File: src/rtl/ffba_pkg.sv
`timescale 1ns / 1ps
// ----------------------------------------------------------------------------
// ffba_pkg
// Types, constants and codes shared by the first-fit block allocator.
// ----------------------------------------------------------------------------
package ffba_pkg;

  localparam int NUM_BLOCKS   = 65536;
  localparam int BLOCK_BYTES  = 64;
  localparam int HEADER_BYTES = 32;

  localparam int BLK_W       = $clog2(NUM_BLOCKS);
  localparam int LEN_W       = BLK_W + 1;
  localparam int BLOCK_SHIFT = $clog2(BLOCK_BYTES);
  localparam int ADDR_W      = 32;
  localparam int REQ_W       = 23;
  localparam int NEED_W      = REQ_W + 1 - BLOCK_SHIFT + 1;
  localparam int STEP_W      = LEN_W + 1;
  localparam int SPLIT_W     = NEED_W + 1;
  localparam int FREE_W      = 23;
  localparam int STATUS_W    = 2;

  localparam logic [STATUS_W-1:0] STATUS_OK        = 2'd0;
  localparam logic [STATUS_W-1:0] STATUS_NO_SPACE  = 2'd1;
  localparam logic [STATUS_W-1:0] STATUS_NOT_FOUND = 2'd2;

  localparam logic ACT_ALLOC = 1'b0;
  localparam logic ACT_FREE  = 1'b1;

  typedef struct packed {
    logic             is_free;
    logic [LEN_W-1:0] length;
  } head_t;

  localparam int HEAD_W = $bits(head_t);

  // request context handed to the walk unit
  typedef struct packed {
    logic              action;
    logic [NEED_W-1:0] need;
    logic [ADDR_W-1:0] release_address;
    logic [ADDR_W-1:0] region_base;
  } walk_req_t;

  // outcome of evaluating one segment head
  typedef struct packed {
    logic               len_zero;
    logic               hit;
    logic               at_end;
    logic [STEP_W-1:0]  next_blk;
    logic [ADDR_W-1:0]  payload;
    logic [LEN_W-1:0]   rest;
    logic               split_ok;
    logic [SPLIT_W-1:0] split_idx;
  } walk_res_t;

endpackage

File: src/rtl/ffba_walk_unit.sv
`timescale 1ns / 1ps
// ----------------------------------------------------------------------------
// ffba_walk_unit
// Shared step unit: checks one segment head against the request and forms
// the next head index, payload address and split point.
// ----------------------------------------------------------------------------
module ffba_walk_unit
  import ffba_pkg::*;
(
  input  walk_req_t        req,
  input  logic [BLK_W-1:0] blk,
  input  head_t            head,
  output walk_res_t        res
);

  logic [ADDR_W-1:0] offset;

  always_comb begin
    // blk * block size + header, low bits of the block offset are zero
    offset = ADDR_W'({blk, BLOCK_SHIFT'(0)}) + ADDR_W'(HEADER_BYTES);
    res.payload   = req.region_base + offset;
    res.len_zero  = (head.length == '0);
    res.next_blk  = STEP_W'(blk) + STEP_W'(head.length);
    res.at_end    = (res.next_blk >= STEP_W'(NUM_BLOCKS));
    if (req.action == ACT_ALLOC) begin
      res.hit = head.is_free && (NEED_W'(head.length) >= req.need);
    end else begin
      res.hit = (res.payload == req.release_address);
    end
    res.rest      = head.length - LEN_W'(req.need);
    res.split_idx = SPLIT_W'(blk) + SPLIT_W'(req.need);
    res.split_ok  = (res.rest != '0) && (res.split_idx < SPLIT_W'(NUM_BLOCKS));
  end

endmodule

File: config.mk
export PLATFORM = sky130hd
export DESIGN_NAME = ffba_walk_unit
export DESIGN_NICKNAME = d
export VERILOG_FILES = /design/src/rtl/ffba_pkg.sv /design/src/rtl/ffba_walk_unit.sv
export SDC_FILE = /design/constraint.sdc
export NUM_CORES = 1
export LEC_CHECK = 0
export ABC_AREA = 1
export ABC_CLOCK_PERIOD_IN_PS = 3100
export BUFFER_PORTS_ARGS = -buffer_cell sky130_fd_sc_hd__buf_2
export CAP_MARGIN = 0
export CELL_PAD_IN_SITES_DETAIL_PLACEMENT = 0
export CELL_PAD_IN_SITES_GLOBAL_PLACEMENT = 2
export CORE_UTILIZATION = 23
export DETAILED_ROUTE_END_ITERATION = 10
export PLACE_DENSITY_LB_ADDON = 0.1
export SLEW_MARGIN = 20
export SYNTH_ARGS = -nofsm -noshare
export SYNTH_HDL_FRONTEND = slang
export SYNTH_SLANG_ARGS = --single-unit
export TNS_END_PERCENT = 10
File: constraint.sdc
create_clock -name vclk -period 3.1
set_input_delay 0.465 -clock vclk [all_inputs]
set_output_delay 0.465 -clock vclk [all_outputs]
set_load 0.01 [all_outputs]
# Yosys cells after proc, flatten, opt, wreduce, memory -nomap -nowiden
# Cells that the tools add are included.
[classes]
n_reduce_logical = 4
n_addsub = 5
magnitude_cmp = 3
n_mux = 1
eq_ne = 1
[ops]
columns = ["cell", "n"]
rows = [
  ["$add 32x23->32", 1],
  ["$eq 32x32->1", 1],
  ["$add 22x6->23 const B", 1],
  ["$add 16x19->20", 1],
  ["$lt 20x17->1 const B", 1],
  ["$ge 17x19->1", 1],
  ["$add 16x17->18", 1],
  ["$ge 18x17->1 const B", 1],
  ["$logic_not 17->1", 1],
  ["$reduce_bool 17->1", 1],
  ["$sub 17x17->17", 1],
  ["$logic_and 1x1->1", 2],
  ["$mux 1", 1],
]
[word_totals]
input_bits = 118
ff_bits = 0
output_inout_bits = 91

# Depth between registers and ports, before layout
# Gate-level depths: netlist (run 1).
[logic_depth]
word_depth = 4
mapped_depth = 19

# Worst setup path after synthesis (run 1)
# OpenSTA, ideal clock, no wires.
[synth_path]
path_type = "input to output"
startpoint = "input port blk[0]"
endpoint = "output port res[84] (netlist bit)"
path_stages = 11
path_slack_ns = 0.351
t_arrival_ns = 2.284
path_buffers = 0
required_ns = 2.635
cell_sequence = "ha_1 -> inv_1 -> fa_1 -> o21ai_1 -> a21oi_1 -> o21ai_2 -> a21boi_1 -> o21ai_0 -> nand2_1 -> nand2_1 -> xor2_1"
[synth_lines]
columns = ["element", "line_no", "rtl"]
rows = [
  ["start: declaration", "ffba_walk_unit.sv:11", "input logic [BLK_W-1:0] blk,"],
  ["end: declaration", "ffba_walk_unit.sv:13", "output walk_res_t res"],
]

==> flow_summary.ini, run 1 <==
[floorplanning]
die_y_um = 150.3
ios = 209
dieArea_mm2 = 0.02260
fp.dieW_um = 150.3
initial_core_util_pct = 23.77
core_mm2 = 0.02129
core.rowCount = 53

[cells_and_area]
seq_cell_count = 0
clock_buffers = 0
synthToLayoutAreaGrowth_pct = 42.51
finalNetCount = 1461
seqCellArea_um2 = 0
layout.cells.non_filler = 1548
final_cell_mix = nand2_1, buf_2, inv_1
drive_gt1_share_pct = 26.42
final_common_cell = nand2_1

[sta]
fin_setup_tns_ns = 0
maxSlewHeadroom_pct = 60.74
slew_viol_final = 0
min_period_over_period_pct = 97.94
finalSetupViolCount = 0
rsz0062_at_grt = true
fmax_ghz = 0.3294
fin_ws_ns = 0.06390
hold_viol_final = 0
finalCriticalPeriod_ns = 3.036
timing.hold.ws_ns = 1.139
tightest_slew_ns = 0.5835

[synthesis]
synthDominantCellAreaShare_pct = 25.59
synth_area_leaders = nand2_1, ha_1, inv_1
syn_inst = 985
avgSynthCellArea_um2 = 5.137
synth_warnings = 0
ys_types = 34
ys_seq_area_share_pct = 0
synth_nets = 1172
yosysTopAreaCell = nand2_1
post_synth_instance_area_mm2 = 0.005060

[setup_path]
path_class = primary input to primary output
cp-end-kind = primary output
cp-start-kind = primary input
arrival_ns = 2.57
cp.required_ns = 2.63
path_max_fanout = 4

[grt]
grt_usage_pct = 19.47
grt_overflow_total = 0
first_global_vias = 6795
antenna_found_initial = 1
grt_max_degree = 7
grt_pass1_wl_um = 34100

[power]
p_per_area_mw_per_mm2 = 218.2
power_mw = 1.573
p_leak_nw = 4.440
ir_drop_mv = 0.09583

[flow_run]
cap_violations = 0

[placed_design]
pre_cts_slack_ns = -0.2471
dp.cells = 1547
dp_hpwl_um = 20610
place.gp.congestion = 0.8945
io_buffers = 209

[detailed_routing]
firstDrtPassIters = 4
postRouteAntennaNets = 0
via_count = 6809
vias_per_cell = 4.399
drt-total-wl_um = 22230
wire_per_inst_um = 14.36
drcViolationCount = 0
drtIter0Drc = 211

[run_status]
status = finished clean

[worst_hold_path]
hold_class = primary input to primary output

[clocking]
post_cts_buffers = 0
==> through the flow <==
step	utilization, %	cell area (um^2)
final	33.87	7211
after global routing	33.87	7211
after CTS	33.66	7164
after detailed placement	33.05	7036
after global placement	33.05	7036
after floorplan	-	5060
==> worst paths after layout <==
check               start       to  slack [ns]  depth (start not counted)
setup / recovery  req[70]  res[89]        0.06                         17
hold / removal     req[3]  res[41]        1.14                          2
==> per-layer routing <==
metal / global-route usage [%] / up-vias / part of all wire [%]
li1: - / 3711 / -
met1: 22.63 / 2961 / 42
met2: 39.19 / 119 / 54
met3: 0.7576 / 18 / 2.5
met4: 3.030 / 0 / 1.7
met5: 0 / - / 0
==> Yosys cell counts, drive strengths merged (3+ instances only) <==
cell and instances:
a21oi 57, fa 4, o21bai 4, nor2 86, xnor2 16, nor3 11
buf 5, nand3b 11, nand2 348, nor4 6, ha 65, a21boi 3
xor2 31, nand4 19, o21ai 30, o211ai 3, inv 188, a21o 3
nand3 83
==> cell type report <==
class | instances | area [um^2]
Fill cell | 2574 | 14080
Multi-Input combinational cell | 792 | 4477
Antenna cell | 1 | 2.502
Timing Repair Buffer | 292 | 1682
Inverter | 188 | 705.7
Tap cell | 275 | 344.1
==> critical path: stages <==
cell	delay (ns)
buf_2	0.12
inv_1	0.05
ha_1	0.34
nand2_1	0.17
nor2_1	0.13
nand2_1	0.06
nand2_1	0.21
nand3_1	0.14
nand2_1	0.08
nand2_1	0.06
nand2_1	0.06
nor2_1	0.05
o21ai_0	0.21
buf_4	0.17
nand3b_1	0.07
nand2_1	0.06
buf_2	0.12
==> report_power, final <==
group | switching (mW) | leakage (nW) | internal [mW]
clock | 0 | 0.00000634 | 0.0000000431
combinational | 0.921 | 4.44 | 0.653
sequential | 0 | 0 | 0
total | 0.921 | 4.44 | 0.653
==> repair_timing <==
action	CTS	global route
pin swaps	4	1
endpoints found under the setup margin	3	10
hold buffers	0	0
resized for setup	26	15
==> logic make-up (layout without fill, tap and decap cells) <==
kind of cell | after synthesis | count (layout) | share of synthesized area [%]
AO/OA/AOI/OAI | 107 | 107 | 11.80
XOR/XNOR | 48 | 48 | 8.605
buffers and inverters | 193 | 480 | 14.69
other | 0 | 1 | 0
adder cells (fa/ha/maj) | 69 | 69 | 17.66
AND/OR/NAND/NOR | 568 | 568 | 47.26
Note: power is estimated with default switching activity, not from simulation.
==> inputs of run 2 (changes only) <==
--- a/config.mk
+++ b/config.mk
@@ -11,6 +11,7 @@
 export CAP_MARGIN = 0
 export CELL_PAD_IN_SITES_DETAIL_PLACEMENT = 0
 export CELL_PAD_IN_SITES_GLOBAL_PLACEMENT = 2
+export CORE_ASPECT_RATIO = 0.75
 export CORE_UTILIZATION = 23
 export DETAILED_ROUTE_END_ITERATION = 10
 export PLACE_DENSITY_LB_ADDON = 0.1
==> run 2 against run 1 <==
Setup slack better by 0.018 ns. Critical path depth fell by 4. Critical endpoint is now res[85]. Global-route usage increased by 0.78 points. Critical path type unchanged. Die area barely moved. Combinational power rose by 14%. Sequential share of layout area unchanged. Largest cell class unchanged.
==> flow_summary.ini, run 2 (same netlist as run 1, synthesis figures left out) <==
[detailed_routing]
vias_per_cell = 4.355
drt-total-wl_um = 23810
firstDrtPassIters = 5
postRouteAntennaNets = 0
via_count = 7063
drtIter0Drc = 493
drcViolationCount = 0
wire_per_inst_um = 14.68

[cells_and_area]
fin_util_pct = 37.16
finalNetCount = 1522
fill_cells = 2522
multi_input_area_mm2 = 0.004735
layout.cells.non_filler = 1622
synthToLayoutAreaGrowth_pct = 56.80
drive_gt1_share_pct = 34.36
final_common_cell = nand2_1
final_cell_mix = nand2_1, buf_2, inv_1
clock_buffers = 0
seq_cell_count = 0
seqCellArea_um2 = 0

[grt]
grt_max_degree = 7
grt_usage_pct = 20.25
antenna_found_initial = 0
first_global_vias = 6335
grt_pass1_wl_um = 35790
grt_overflow_total = 0

[sta]
min_period_over_period_pct = 97.37
fmax_ghz = 0.3313
slew_viol_final = 0
timing.hold.ws_ns = 1.141
tightest_slew_ns = 0.5915
finalSetupViolCount = 0
maxSlewHeadroom_pct = 60.20
fin_setup_tns_ns = 0
rsz0062_at_grt = true
hold_viol_final = 0
finalCriticalPeriod_ns = 3.018

[setup_path]
max_stage_delay_ns = 0.36
cp-start-kind = primary input
path_class = primary input to primary output
arrival_ns = 2.55
crit_path_end = res[85]
path_max_fanout = 4
cp_slowest_cell = ha_1
cp-end-kind = primary output
cp-startpoint = blk[2]
cp.required_ns = 2.63
path_cells = buf_2 > buf_4 > ha_1 > a21oi_2 > o21ai_1 > nand2_1 > o211ai_1 > nor2_2 > inv_1 > a21oi_2 > o21ai_0 > xor2_1 > buf_2

[power]
p_leak_nw = 4.772
ir_drop_mv = 0.1065
p_per_area_mw_per_mm2 = 225.3

[worst_hold_path]
hold_class = primary input to primary output

[clocking]
cts_hold_buffers = 0

[placed_design]
dp_hpwl_um = 21590
dp.cells = 1616
io_buffers = 209
place.gp.congestion = 0.8525

[floorplanning]
dieArea_mm2 = 0.02260
core.rowCount = 46
core_mm2 = 0.02135
ios = 209
initial_core_util_pct = 23.70
die_y_um = 130.5
fp.dieW_um = 173.3

[flow_run]
cap_violations = 0

[run_status]
status = finished clean
==> run 2: changes by cell type in the layout (fill, tap and decap cells not counted), moves of 8 or more <==
cell	delta
a21oi_1	-11
a21oi_2	+11
buf_4	+60
nand2_1	-23
nand2_2	+20
nor2_1	-14
nor2_2	+8
==> run 2: where the power goes <==
part           internal, mW  leakage [nW]  switching [mW]     total, mW
clock network  0.0000000431    0.00000634               0  0.0000000431
logic                 0.771          4.77            1.02          1.79
registers                 0             0               0             0
==> run 2: cell type report <==
| cell class | instances | share of cell area (%) |
|---|---|---|
| multi-input cells | 792 | 59.68 |
| well taps | 288 | 4.542 |
| diodes | 1 | 0.03154 |
| repair buffers | 353 | 26.86 |
| inverters | 188 | 8.894 |
==> run 2: critical path: cells and delay by family <==
| family | cells | cell delay (ns) |
|---|---|---|
| AO/OA/AOI/OAI | 5 | 0.76 |
| XOR/XNOR | 1 | 0.19 |
| adder cells (fa/ha/maj) | 1 | 0.36 |
| buffers and inverters | 4 | 0.51 |
| AND/OR/NAND/NOR | 2 | 0.28 |
==> run 2: worst min-delay path by stage <==
stage,cells after the start,startpoint,endpoint
detailed placement,2,req[3],res[41]
global placement,2,req[0],res[38]
finish,2,req[3],res[41]
floorplan,1,req[5],res[43]
global route,2,req[3],res[41]
CTS,2,req[3],res[41]
==> run 2: routing by layer <==
metal / up-vias / share of wire, % / track usage, %
met3: 0 / 4.5 / 0.9838
met4: 0 / 0 / 0
met1: 3044 / 60 / 35.13
li1: 3824 / - / -
met2: 195 / 35 / 27.26
met5: - / 0 / 0
==> run 2: timing repair <==
action / CTS / global route
gates resized for setup: 7 / 109
buffers inserted: 0 / 5
pin swaps: 0 / 24
cloned: 0 / 0
setup endpoints to repair: 6 / 18
==> run 2: metrics by stage <==
| stage | power, mW | cell area, um^2 | setup WS [ns] |
|---|---|---|---|
| floorplan | 0.8797 | 5060 | 0.3514 |
| global placement | 1.676 | 7472 | -0.1584 |
| detailed placement | 1.666 | 7472 | -0.09933 |
| CTS | 1.681 | 7496 | -0.04397 |
| global route | 1.979 | 7931 | -0.09542 |
| finish | 1.788 | 7934 | 0.08156 |
==> inputs of run 3 (changes only) <==
--- a/config.mk
+++ b/config.mk
@@ -14,7 +14,7 @@
 export CORE_ASPECT_RATIO = 0.75
 export CORE_UTILIZATION = 23
 export DETAILED_ROUTE_END_ITERATION = 10
-export PLACE_DENSITY_LB_ADDON = 0.1
+export PLACE_DENSITY = 0.95
 export SLEW_MARGIN = 20
 export SYNTH_ARGS = -nofsm -noshare
 export SYNTH_HDL_FRONTEND = slang
==> run 3 against run 2 <==
Sequential share of layout area stayed put. Non-clock buffer count is 26 lower. Setup slack worse by 0.0068 ns.
==> flow_summary.ini, run 3 (same netlist as run 1, synthesis figures left out) <==
[floorplanning]
initial_core_util_pct = 23.70
core.rowCount = 46
ios = 209
fp.dieW_um = 173.3
core_mm2 = 0.02135
die_y_um = 130.5
dieArea_mm2 = 0.02260

[cells_and_area]
final_common_cell = nand2_1
finalNetCount = 1496
drive_gt1_share_pct = 33.59
final_cell_mix = nand2_1, buf_2, inv_1
seqCellArea_um2 = 0
seq_cell_count = 0
synthToLayoutAreaGrowth_pct = 54.92
clock_buffers = 0

[sta]
finalCriticalPeriod_ns = 3.025
finalSetupViolCount = 0
tightest_slew_ns = 0.6264
slew_viol_final = 0
fin_ws_ns = 0.07472
min_period_over_period_pct = 97.59
timing.hold.ws_ns = 1.143
maxSlewHeadroom_pct = 58.24
fin_setup_tns_ns = 0
fmax_ghz = 0.3305
rsz0062_at_grt = true
hold_viol_final = 0

[setup_path]
max_stage_delay_ns = 0.30
cp.required_ns = 2.63
cp-start-kind = primary input
cp_slowest_cell = ha_1
path_max_fanout = 5
path_class = primary input to primary output
path_cells = buf_2 > ha_1 > buf_4 > nand2_1 > nor2_1 > inv_1 > nor2_1 > nand3b_1 > nand3_1 > nand2_1 > nand2_1 > nand2_1 > nand2_1 > nand2_1 > nor3_2 > nand2_1 > nand2_1 > buf_2
arrival_ns = 2.56
timing.critical_path.mode_cell = nand2_1
cp-end-kind = primary output

[grt]
grt_max_degree = 8
grt_overflow_total = 0
first_global_vias = 6420
grt_usage_pct = 19.34
antenna_found_initial = 1
grt_pass1_wl_um = 34760

[detailed_routing]
drt-total-wl_um = 23290
vias_per_cell = 4.518
postRouteAntennaNets = 0
drcViolationCount = 0
via_count = 7211
top_layer_used = met3
wl_met3_um = 1658
drt-met1-wl_um = 12560
firstDrtPassIters = 5
drtIter0Drc = 516
wl_met2_um = 9069
wire_per_inst_um = 14.59

[power]
intPower_mw = 0.7483
p_leak_nw = 4.630
p_per_area_mw_per_mm2 = 226.2
power_mw = 1.773
ir_drop_mv = 0.07430
p_sw_share_pct = 57.79
comb_power_share_pct = 100.0
p_clk_share_pct = 0
seq_power_share_pct = 0
p_sw_mw = 1.025

[worst_hold_path]
hold_class = primary input to primary output

[placed_design]
place.gp.congestion = 0.9505
dp_hpwl_um = 20700
pre_cts_slack_ns = -0.1218
io_buffers = 209

[flow_run]
cap_violations = 0

[run_status]
status = finished clean
-- run 3: cell types whose count changed in the layout (fill, tap and decap cells not counted), sizes merged --
cell,change
buf,-27
clkbuf,+1
-- run 3: timing repair --
action	in CTS	in global routing
resized for setup	9	114
buffers inserted	0	1
hold buffers	0	0
endpoints found under the setup margin	4	13
pin swaps	0	21
cloned	0	0
endpoints found under the hold margin	0	0
-- run 3: worst paths after layout --
check                   start  endpoint  cells past startpoint
worst max-delay path  blk[15]   res[89]                     18
worst min-delay path   req[3]   res[41]                      2
-- run 3: power by group through the flow --
stage | clock network, mW | registers [mW] | logic (mW)
3_3_place_gp | 0 | 0 | 1.63
6_report | 0.0000000431 | 0 | 1.77
5_1_grt | 0 | 0 | 1.96
4_1_cts | 0 | 0 | 1.65
3_5_place_dp | 0 | 0 | 1.63
2_1_floorplan | 0 | 0 | 0.880
-- run 3: worst max-delay path, delay by kind of cell --
family	cells	cell delay, ns
fa+ha+maj	1	0.30
buf+inv	4	0.49
simple gates	13	1.30
-- run 3: final cells by class --
| cell class | count | area [um^2] |
|---|---|---|
| repair buffers | 327 | 1934 |
| diodes | 1 | 2.502 |
| inverters | 188 | 705.7 |
| well taps | 288 | 360.3 |
| fillers | 2428 | 13510 |
| multi-input cells | 792 | 4836 |
-- run 3: metal layers --
| metal | vias up | global-route usage, % |
|---|---|---|
| li1 | 3782 | - |
| met1 | 3189 | 31.42 |
| met2 | 240 | 27.90 |
| met3 | 0 | 2.170 |
| met4 | 0 | 0 |
| met5 | - | 0 |
-- run 3: metrics by stage --
step / util [%] / cells / cell area [um^2]
after floorplan: - / 985 / 5060
after detailed placement: 34.22 / 1594 / 7307
after CTS: 34.34 / 1594 / 7333
after global routing: 36.70 / 1595 / 7836
after global placement: 34.22 / 1594 / 7307
final: 36.71 / 1596 / 7839
